$ cat src/hw/rtl/owbm_pkg.sv
package owbm_pkg;

   typedef enum logic [1:0] {
      KIND_TICK  = 2'd0,
      KIND_RESET = 2'd1,
      KIND_WRITE = 2'd2,
      KIND_READ  = 2'd3
   } kind_type;

   typedef enum logic [8:0] {
      PH_IDLE    = 9'b000000001,
      PH_RST_LOW = 9'b000000010,
      PH_RST_REL = 9'b000000100,
      PH_PRES_W  = 9'b000001000,
      PH_PRES_L  = 9'b000010000,
      PH_WR_LOW  = 9'b000100000,
      PH_WR_HIGH = 9'b001000000,
      PH_RD_LOW  = 9'b010000000,
      PH_RD_REC  = 9'b100000000
   } phase_type;

   localparam int unsigned CSR_INDEX_WIDTH = 3;
   localparam int unsigned CSR_DATA_WIDTH  = 10;
   localparam int unsigned COUNT_WIDTH     = 10;

   localparam logic [CSR_INDEX_WIDTH-1:0] CSR_RESET_LOW     = 3'd0;
   localparam logic [CSR_INDEX_WIDTH-1:0] CSR_RESET_RELEASE = 3'd1;
   localparam logic [CSR_INDEX_WIDTH-1:0] CSR_PRESENCE_WAIT = 3'd2;
   localparam logic [CSR_INDEX_WIDTH-1:0] CSR_PRESENCE_MAX  = 3'd3;
   localparam logic [CSR_INDEX_WIDTH-1:0] CSR_SLOT_SHORT    = 3'd4;
   localparam logic [CSR_INDEX_WIDTH-1:0] CSR_SLOT_LONG     = 3'd5;
   localparam logic [CSR_INDEX_WIDTH-1:0] CSR_READ_LOW      = 3'd6;
   localparam logic [CSR_INDEX_WIDTH-1:0] CSR_READ_RECOVERY = 3'd7;

   localparam logic [9:0] RESET_LOW_DEFAULT     = 10'd650;
   localparam logic [7:0] RESET_RELEASE_DEFAULT = 8'd15;
   localparam logic [9:0] PRESENCE_WAIT_DEFAULT = 10'd100;
   localparam logic [9:0] PRESENCE_MAX_DEFAULT  = 10'd240;
   localparam logic [7:0] SLOT_SHORT_DEFAULT    = 8'd2;
   localparam logic [7:0] SLOT_LONG_DEFAULT     = 8'd60;
   localparam logic [7:0] READ_LOW_DEFAULT      = 8'd10;
   localparam logic [7:0] READ_RECOVERY_DEFAULT = 8'd50;

   typedef struct packed {
      kind_type   kind;
      logic [7:0] write_data;
      logic       bus_level;
   } req_type;

   typedef struct packed {
      logic       drive_low;
      logic       busy_res;
      logic       done_res;
      logic       presence_fail;
      logic [7:0] read_data;
   } rsp_type;

endpackage

$ cat src/hw/rtl/one_wire_bus_master.sv
// One-wire bus master stepped by microsecond ticks.
// Requests arrive on the req_ channel (valid/ready). A request is either a
// tick carrying the sampled bus level, or a command: reset with presence
// check, write byte or read byte. A command taken while idle starts the
// operation; a command taken while busy is ignored. Every tick advances the
// running operation by one microsecond.
// Each request yields exactly one response on the rsp_ channel, showing the
// bus drive and the status after that request. The response is computed in
// the cycle the request is taken and appears from the output register in
// the next cycle. One request per cycle is sustained while responses are
// taken; the single output register sets this, as req_ready is high whenever
// that register is empty or is being emptied in the same cycle.
// When the receiver stalls, the response holds and req_ready drops until it
// is taken.
// The user must write timing registers through csr_ only while the block
// is idle; the block does not enforce this. Synchronous reset returns the
// block to idle with the timing registers at their default values,
// presence failure and read data cleared, and no response pending.
module one_wire_bus_master (
   input  logic                                  clock,
   input  logic                                  reset,
   input  logic                                  req_valid,
   output logic                                  req_ready,
   input  owbm_pkg::req_type                     req_data,
   output logic                                  rsp_valid,
   input  logic                                  rsp_ready,
   output owbm_pkg::rsp_type                     rsp_data,
   input  logic                                  csr_write_enable,
   input  logic [owbm_pkg::CSR_INDEX_WIDTH-1:0]  csr_index,
   input  logic [owbm_pkg::CSR_DATA_WIDTH-1:0]   csr_wdata
);

   logic [9:0] reset_low_ff;
   logic [7:0] reset_release_ff;
   logic [9:0] presence_wait_ff;
   logic [9:0] presence_max_ff;
   logic [7:0] slot_short_ff;
   logic [7:0] slot_long_ff;
   logic [7:0] read_low_ff;
   logic [7:0] read_recovery_ff;

   owbm_pkg::phase_type                 phase_ff, phase_in;
   logic [owbm_pkg::COUNT_WIDTH-1:0]    tick_count_ff, tick_count_in;
   logic [2:0]                          bit_index_ff, bit_index_in;
   logic [7:0]                          shift_byte_ff, shift_byte_in;
   logic                                presence_flag_ff, presence_flag_in;
   logic [7:0]                          read_result_ff, read_result_in;
   logic                                rsp_valid_ff, rsp_valid_in;
   owbm_pkg::rsp_type                   rsp_data_ff, rsp_data_in;

   logic                                accept;
   logic                                done;
   logic [owbm_pkg::COUNT_WIDTH-1:0]    count_inc;
   logic                                cur_bit;
   logic [9:0]                          slot_low_limit;
   logic [9:0]                          slot_high_limit;
   logic [7:0]                          sampled_byte;

   assign req_ready = !rsp_valid_ff || rsp_ready;
   assign accept    = req_valid && req_ready;
   assign rsp_valid = rsp_valid_ff;
   assign rsp_data  = rsp_data_ff;

   assign count_inc       = tick_count_ff + 10'd1;
   assign cur_bit         = shift_byte_ff[0];
   assign slot_low_limit  = cur_bit ? {2'b00, slot_short_ff} : {2'b00, slot_long_ff};
   assign slot_high_limit = cur_bit ? {2'b00, slot_long_ff} : {2'b00, slot_short_ff};
   assign sampled_byte    = (tick_count_ff == 10'd0)
                          ? (shift_byte_ff | (8'(req_data.bus_level) << bit_index_ff))
                          : shift_byte_ff;

   always_comb begin
      phase_in         = phase_ff;
      tick_count_in    = tick_count_ff;
      bit_index_in     = bit_index_ff;
      shift_byte_in    = shift_byte_ff;
      presence_flag_in = presence_flag_ff;
      read_result_in   = read_result_ff;
      done             = 1'b0;
      if (req_data.kind == owbm_pkg::KIND_TICK) begin
         unique case (phase_ff)
            owbm_pkg::PH_IDLE: begin
            end
            owbm_pkg::PH_RST_LOW: begin
               tick_count_in = count_inc;
               if (count_inc >= reset_low_ff) begin
                  tick_count_in = '0;
                  phase_in = (reset_release_ff == 8'd0) ? owbm_pkg::PH_PRES_W
                                                       : owbm_pkg::PH_RST_REL;
               end
            end
            owbm_pkg::PH_RST_REL: begin
               tick_count_in = count_inc;
               if (count_inc >= {2'b00, reset_release_ff}) begin
                  tick_count_in = '0;
                  phase_in = owbm_pkg::PH_PRES_W;
               end
            end
            owbm_pkg::PH_PRES_W: begin
               if (!req_data.bus_level) begin
                  tick_count_in = 10'd1;
                  if (presence_max_ff <= 10'd1) begin
                     presence_flag_in = 1'b1;
                     phase_in = owbm_pkg::PH_IDLE;
                     tick_count_in = '0;
                     done = 1'b1;
                  end else begin
                     phase_in = owbm_pkg::PH_PRES_L;
                  end
               end else begin
                  tick_count_in = count_inc;
                  if (count_inc >= presence_wait_ff) begin
                     presence_flag_in = 1'b1;
                     phase_in = owbm_pkg::PH_IDLE;
                     tick_count_in = '0;
                     done = 1'b1;
                  end
               end
            end
            owbm_pkg::PH_PRES_L: begin
               if (req_data.bus_level) begin
                  presence_flag_in = 1'b0;
                  phase_in = owbm_pkg::PH_IDLE;
                  tick_count_in = '0;
                  done = 1'b1;
               end else begin
                  tick_count_in = count_inc;
                  if (count_inc >= presence_max_ff) begin
                     presence_flag_in = 1'b1;
                     phase_in = owbm_pkg::PH_IDLE;
                     tick_count_in = '0;
                     done = 1'b1;
                  end
               end
            end
            owbm_pkg::PH_WR_LOW: begin
               tick_count_in = count_inc;
               if (count_inc >= slot_low_limit) begin
                  tick_count_in = '0;
                  phase_in = owbm_pkg::PH_WR_HIGH;
               end
            end
            owbm_pkg::PH_WR_HIGH: begin
               tick_count_in = count_inc;
               if (count_inc >= slot_high_limit) begin
                  shift_byte_in = shift_byte_ff >> 1;
                  tick_count_in = '0;
                  if (bit_index_ff == 3'd7) begin
                     bit_index_in = '0;
                     phase_in = owbm_pkg::PH_IDLE;
                     done = 1'b1;
                  end else begin
                     bit_index_in = bit_index_ff + 3'd1;
                     phase_in = owbm_pkg::PH_WR_LOW;
                  end
               end
            end
            owbm_pkg::PH_RD_LOW: begin
               tick_count_in = count_inc;
               if (count_inc >= {2'b00, read_low_ff}) begin
                  tick_count_in = '0;
                  phase_in = owbm_pkg::PH_RD_REC;
               end
            end
            owbm_pkg::PH_RD_REC: begin
               shift_byte_in = sampled_byte;
               tick_count_in = count_inc;
               if (count_inc >= {2'b00, read_recovery_ff}) begin
                  tick_count_in = '0;
                  if (bit_index_ff == 3'd7) begin
                     bit_index_in = '0;
                     read_result_in = sampled_byte;
                     phase_in = owbm_pkg::PH_IDLE;
                     done = 1'b1;
                  end else begin
                     bit_index_in = bit_index_ff + 3'd1;
                     phase_in = owbm_pkg::PH_RD_LOW;
                  end
               end
            end
            default: begin
               phase_in = owbm_pkg::PH_IDLE;
               tick_count_in = '0;
            end
         endcase
      end else if (phase_ff == owbm_pkg::PH_IDLE) begin
         tick_count_in = '0;
         bit_index_in = '0;
         unique case (req_data.kind)
            owbm_pkg::KIND_RESET: begin
               phase_in = owbm_pkg::PH_RST_LOW;
            end
            owbm_pkg::KIND_WRITE: begin
               shift_byte_in = req_data.write_data;
               phase_in = owbm_pkg::PH_WR_LOW;
            end
            default: begin
               shift_byte_in = '0;
               phase_in = owbm_pkg::PH_RD_LOW;
            end
         endcase
      end
   end

   always_comb begin
      rsp_data_in.drive_low     = (phase_in == owbm_pkg::PH_RST_LOW) ||
                                  (phase_in == owbm_pkg::PH_WR_LOW) ||
                                  (phase_in == owbm_pkg::PH_RD_LOW);
      rsp_data_in.busy_res      = (phase_in != owbm_pkg::PH_IDLE);
      rsp_data_in.done_res      = done;
      rsp_data_in.presence_fail = presence_flag_in;
      rsp_data_in.read_data     = read_result_in;
      rsp_valid_in = accept ? 1'b1 : (rsp_valid_ff && !rsp_ready);
   end

   always_ff @(posedge clock) begin
      if (reset) begin
         reset_low_ff     <= owbm_pkg::RESET_LOW_DEFAULT;
         reset_release_ff <= owbm_pkg::RESET_RELEASE_DEFAULT;
         presence_wait_ff <= owbm_pkg::PRESENCE_WAIT_DEFAULT;
         presence_max_ff  <= owbm_pkg::PRESENCE_MAX_DEFAULT;
         slot_short_ff    <= owbm_pkg::SLOT_SHORT_DEFAULT;
         slot_long_ff     <= owbm_pkg::SLOT_LONG_DEFAULT;
         read_low_ff      <= owbm_pkg::READ_LOW_DEFAULT;
         read_recovery_ff <= owbm_pkg::READ_RECOVERY_DEFAULT;
      end else if (csr_write_enable) begin
         unique case (csr_index)
            owbm_pkg::CSR_RESET_LOW:     reset_low_ff     <= csr_wdata;
            owbm_pkg::CSR_RESET_RELEASE: reset_release_ff <= csr_wdata[7:0];
            owbm_pkg::CSR_PRESENCE_WAIT: presence_wait_ff <= csr_wdata;
            owbm_pkg::CSR_PRESENCE_MAX:  presence_max_ff  <= csr_wdata;
            owbm_pkg::CSR_SLOT_SHORT:    slot_short_ff    <= csr_wdata[7:0];
            owbm_pkg::CSR_SLOT_LONG:     slot_long_ff     <= csr_wdata[7:0];
            owbm_pkg::CSR_READ_LOW:      read_low_ff      <= csr_wdata[7:0];
            default:                     read_recovery_ff <= csr_wdata[7:0];
         endcase
      end
   end

   always_ff @(posedge clock) begin
      if (reset) begin
         phase_ff         <= owbm_pkg::PH_IDLE;
         tick_count_ff    <= '0;
         bit_index_ff     <= '0;
         shift_byte_ff    <= '0;
         presence_flag_ff <= 1'b0;
         read_result_ff   <= '0;
         rsp_valid_ff     <= 1'b0;
      end else begin
         rsp_valid_ff <= rsp_valid_in;
         if (accept) begin
            phase_ff         <= phase_in;
            tick_count_ff    <= tick_count_in;
            bit_index_ff     <= bit_index_in;
            shift_byte_ff    <= shift_byte_in;
            presence_flag_ff <= presence_flag_in;
            read_result_ff   <= read_result_in;
         end
      end
   end

   always_ff @(posedge clock) begin
      if (accept) begin
         rsp_data_ff <= rsp_data_in;
      end
   end

endmodule

$ cat config.mk
export PLATFORM = sky130hd
export DESIGN_NAME = one_wire_bus_master
export DESIGN_NICKNAME = d
export VERILOG_FILES = /design/src/hw/rtl/owbm_pkg.sv /design/src/hw/rtl/one_wire_bus_master.sv
export SDC_FILE = /design/constraint.sdc
export NUM_CORES = 1
export LEC_CHECK = 0
export BUFFER_PORTS_ARGS = -buffer_cell sky130_fd_sc_hd__buf_2
export CORE_UTILIZATION = 50
export DETAILED_ROUTE_END_ITERATION = 10
export HOLD_SLACK_MARGIN = 0.15
export PLACE_DENSITY = 0.75
export SETUP_SLACK_MARGIN = 0.02
export SLEW_MARGIN = 40
export SYNTH_ARGS = -nofsm -noshare
export SYNTH_HDL_FRONTEND = slang
export SYNTH_SLANG_ARGS = --single-unit
$ cat constraint.sdc
create_clock -name clock -period 4.6 [get_ports clock]
set_input_delay 0.23 -clock clock [delete_from_list [all_inputs] [get_ports clock]]
set_output_delay 0.23 -clock clock [all_outputs]
set_load 0.02 [all_outputs]
======== Yosys cells after proc, flatten, opt, wreduce, memory -nomap -nowiden ========
Cells that the tools add are included.
cells by class
  add/subtract/negate cells ............... 2
  $mul .................................... 0
  div/mod/pow operators ................... 0
  order comparisons ....................... 9
  equal/unequal tests ..................... 27
  shift operators ......................... 1
  muxes and demuxes ....................... 67
  bitwise logic cells ..................... 2
  reduce and logical (&&, ||, !) cells .... 24
operators by type and width
  kind                     number
  $mux W10                 12
  $mux W9                  12
  $pmux W10 S9             1
  $mux W8                  11
  $pmux W9 S9              1
  $ge A10 B8 Y1            5
  $pmux W8 S2              3
  $ge A10 B10 Y1           3
  $eq A9 B2 Y1 const B     2
  $eq A9 B6 Y1 const B     2
  $eq A9 B8 Y1 const B     2
  $mux W1                  16
  $reduce_and A2 Y1        8
  $mux W3                  5
  $eq A3 B3 Y1 const B     4
  $add A10 B1 Y10 const B  1
  $le A10 B1 Y1 const B    1
  $logic_not A10 Y1        1
  $reduce_and A5 Y1        2
  $eq A9 B1 Y1 const B     1
  $eq A9 B3 Y1 const B     1
  $eq A9 B4 Y1 const B     1
  $eq A9 B5 Y1 const B     1
  $eq A9 B7 Y1 const B     1
  other kinds (28)         35
storage, ports and cells
  bits in registers ....................... 122
  latch bits .............................. 0
  bits in writable memories ............... 0
  ROM bits ................................ 0
  bits of input ports ..................... 29
  output and inout port bits .............. 14
  logic and storage cells ................. 152
  memories kept ........................... 0

======== Depth between registers and ports, before layout ========
  depth in word-level cells ............... 9
  gate-level depth with buffers ........... 17
  gate-level depth less buffers ........... 15

======== Worst setup path before layout ========
Ideal clock, no wire load.
  path type ............................... reg-to-reg
  start ................................... register tick_count_ff[0] (netlist name)
  end ..................................... register rsp_data_ff (netlist bit rsp_data[10]), data pin
  library setup time ...................... 0.270 ns
  arrival ................................. 3.623 ns
  data required time ...................... 4.330 ns
  slack ................................... 0.707 ns
  cell stages (with the launch flop) ...... 14
  buffers on the path ..................... 0
  clock period less this slack ............ 3.893 ns
  cells stage by stage .................... dfxtp_1 ha_1 nand4_2 nor2_1 xor2_1 ha_1 a21oi_1 nor2b_1 o211ai_1 a21oi_1 a2111oi_1 a32oi_1 or4_1 nand4b_1
RTL lines
  item                    RTL line                    source
  from (decl)             one_wire_bus_master.sv:43   logic [owbm_pkg::COUNT_WIDTH-1:0] tick_count_ff, tick_count_in;
  from (signal assigned)  one_wire_bus_master.sv:253  tick_count_ff <= tick_count_in;
  to (signal assigned)    one_wire_bus_master.sv:264  rsp_data_ff <= rsp_data_in;
  to (decl)               one_wire_bus_master.sv:49   owbm_pkg::rsp_type rsp_data_ff, rsp_data_in;

==> results.sh <==
export IMPL_path_class="flip-flop to flip-flop"
export IMPL_slew_headroom_pct=50.8
export IMPL_drc=0
export IMPL_ys_seq_area_share_pct=32.5
export IMPL_finalSetupViolCount=0
export IMPL_synthTopCellsByArea="dfxtp_1, ha_1, nand2_1"
export IMPL_vias_per_cell=5.75
export IMPL_synth_main_ff_cell="dfxtp_1"
export IMPL_final_area_um2=9050
export IMPL_path_delay_family="compound AO/OA/AOI/OAI gates"
export IMPL_netlist_area_leader_share_pct=27.9
export IMPL_drive_above_1_share_pct=12.4
export IMPL_max_vdd_ir_drop_v=0.000386
export IMPL_drtPass1Iterations=6
export IMPL_maxSlewViolCount=0
export IMPL_post_cts_buffers=0
export IMPL_grt_max_degree=111
export IMPL_cts_root_buf="clkbuf_16"
export IMPL_grt_pass1_wl_mm=33.5
export IMPL_num_vias=7112
export IMPL_antenna_cells=0
export IMPL_synth_edf_count=12
export IMPL_die_w_um=128
export IMPL_endpoint_kind="flip-flop"
export IMPL_clk_latency_ns=0.43
export IMPL_setup_tns_ns=0
export IMPL_grt_use_total_pct=26.2
export IMPL_finalCritPeriodShare_pct=92.9
export IMPL_power_leakage_nw=3.65
export IMPL_whs_ns=0.161
export IMPL_pwr_share_seq_pct=38.3
export IMPL_drt_iter0_drc=605
export IMPL_clk_pin_slew_ns=0.06
export IMPL_switching_share_pct=24.6
export IMPL_cap_viol_max_count=0
export IMPL_status="completed"
export IMPL_rows=45
export IMPL_final_cell_mix="nand2_1, dfxtp_1, a21oi_1"
export IMPL_path_buf_inv=2
export IMPL_crit_slowest_cell="a2111oi_0"
export IMPL_ant_nets=0
export IMPL_die_height_um=128
export IMPL_synth_area_per_cell_um2=8.07
export IMPL_rsz0062_at_grt="no"
export IMPL_synth_net_count=1083
export IMPL_crit_chain="buf_4, ha_1, nand3_1, xnor2_1, buf_4, ha_1, and3_1, nand4_1, o221ai_1, a2111oi_0, a2111oi_0, a2bb2oi_1, nand2_1, or4_1, nand4b_1"
export IMPL_ys_warn_count=0
export IMPL_synthToLayoutAreaGrowth_pct=14.7
export IMPL_mostFrequentLayoutCell="nand2_1"
export IMPL_fin_skew_ns=0.00735
export IMPL_dpl_instance_area_um2=8220
export IMPL_hold_violations=0
export IMPL_internal_power_mw=2.24
export IMPL_overflow=0
export IMPL_hold_class="input pin to flip-flop"
export IMPL_ios=43
export IMPL_die_area_um2=16300
export IMPL_synthArstFlopShare_pct=0
export IMPL_cp_arrival_ns=4.43
export IMPL_initial_core_util_pct=51.6
export IMPL_timing_fmax_mhz=234
export IMPL_cts_buffers=17
export IMPL_antenna_found_initial=0
export IMPL_numPortBuffers=42
export IMPL_crit_fanout=14
export IMPL_switching_power_mw=0.733
export IMPL_worst_slew_pin_slew_ns=0.728
export IMPL_synth_top_cell_by_area="dfxtp_1"
export IMPL_gp_congestion=0.919
export IMPL_dpl_hpwl_mm=14.2
export IMPL_power_frac_clock_pct=51.1
export IMPL_cts_resized_gates=0
export IMPL_min_period_ns=4.27
export IMPL_grt_pass1_vias=6659
export IMPL_htreeDepth=4
export IMPL_syn_inst=979
export IMPL_startpoint_type="flip-flop"
export IMPL_power_density_nw_per_um2=329
export IMPL_cp_required_ns=4.76
export IMPL_core_um2=15300
export IMPL_synth_cell_type_count=83
export IMPL_cts_tree="built"
export IMPL_fin_nets=1116
export IMPL_max_stage_delay_ns=0.54
export IMPL_cts_sink_count=122
export IMPL_synth_seq_cells=122
export IMPL_wl_mm=20.6
export IMPL_p_comb_share_pct=10.6
export IMPL_syn_area_um2=7900
export IMPL_ctsLongestPathBuffers=2
export IMPL_post_drt_wl_per_cell_um=16.6
[sequential cells by signal (all words and copies together), names as in the netlist, 3 cells and up]
name              count
tick_count_ff        10
reset_release_ff      8
read_recovery_ff      8
bit_index_ff          3
reset_low_ff         10
slot_long_ff          8
shift_byte_ff         8
rsp_data             12
presence_wait_ff     10
phase_ff              9
slot_short_ff         8
read_low_ff           8
read_result_ff        8
presence_max_ff      10
[stage by stage]
stage | util, % | setup slack, ns | power (mW) | std cells
floorplan | - | 0.707 | 1.38 | 979
detailed placement | 53.7 | 0.412 | 1.46 | 1190
CTS | 58.9 | 0.368 | 2.99 | 1234
finish | 59.1 | 0.325 | 2.98 | 1236
global placement | 53.6 | 0.398 | 1.45 | 1190
global route | 59.1 | 0.0346 | 3.08 | 1236
[power groups by stage]
| stage | clock (mW) | combinational, mW | sequential [mW] |
|---|---|---|---|
| after floorplan | 0 | 0.224 | 1.16 |
| after global placement | 0 | 0.293 | 1.16 |
| after detailed placement | 0 | 0.299 | 1.16 |
| after CTS | 1.54 | 0.310 | 1.14 |
| after global routing | 1.58 | 0.348 | 1.14 |
| final | 1.52 | 0.317 | 1.14 |
[synthesized netlist by cell type, types with 4 or more instances]
master / count
a211oi_1: 26
clkbuf_1: 31
a2111oi_0: 5
buf_2: 7
or3_1: 4
a21o_1: 5
a21oi_1: 99
buf_6: 4
inv_1: 68
a32oi_1: 4
dfxtp_1: 110
mux2i_1: 25
buf_1: 4
nor2_1: 95
o21ai_0: 21
nand3b_1: 12
o211ai_1: 8
nor3_1: 16
nor2b_1: 18
nand2_1: 143
or2_2: 6
a31oi_1: 10
clkbuf_2: 5
a211o_1: 19
xnor2_1: 7
nand4_1: 12
nand3_1: 15
nand2b_1: 15
o2111ai_1: 4
ha_1: 75
a22oi_1: 9
o21a_1: 10
nor4_1: 8
edfxtp_1: 12
[worst paths after layout]
path	from	cells past startpoint	slack [ns]	end
worst max-delay path	tick_count_ff[0]	15	0.33	rsp_data[10]
worst max register to register	tick_count_ff[0]	15	0.33	rsp_data[10]
worst min-delay path	csr_wdata[1]	3	0.16	presence_max_ff[1]
worst min register to register	reset_low_ff[2]	2	0.45	reset_low_ff[2]
[timing repair]
item | 4_1_cts | 5_1_grt
hold endpoints to repair | 15 | 5
endpoints found under the setup margin | 0 | 0
hold buffers | 12 | 1
[area by class of cell]
class	count	area [µm²]
well taps	211	264
clock buffers	17	425
repair buffers	69	472
fillers	1366	6260
clock inverters	15	245
flip-flops and latches	122	2560
multi-input cells	734	4830
inverters	68	255
[logic make-up (layout without fill, tap and decap cells)]
family	count (synthesis)	in the layout	share of synthesized area (%)
mux	27	27	3.45
flops	122	122	32.5
simple gates	372	372	22.8
buf+inv	123	169	6.69
xor+xnor	9	9	0.998
compound gates	250	250	21.6
fa+ha+maj	76	76	12.0
[routing by layer]
| metal | vias up | global-route usage, % | part of all wire [%] |
|---|---|---|---|
| li1 | 3554 | - | - |
| met2 | 215 | 43.4 | 47 |
| met5 | - | 0 | 0 |
| met3 | 31 | 5.76 | 5.3 |
| met1 | 3312 | 33.9 | 46 |
| met4 | 0 | 8.44 | 1.7 |
[worst reg2reg max path, cell delays in order (launching register included)]
cell,delay [ns]
dfxtp_1,0.33
buf_4,0.25
ha_1,0.31
nand3_1,0.15
xnor2_1,0.16
buf_4,0.19
ha_1,0.34
and3_1,0.16
nand4_1,0.10
o221ai_1,0.31
a2111oi_0,0.15
a2111oi_0,0.54
a2bb2oi_1,0.30
nand2_1,0.07
or4_1,0.46
nand4b_1,0.19
No activity file was read; power rests on OpenSTA's default activity.
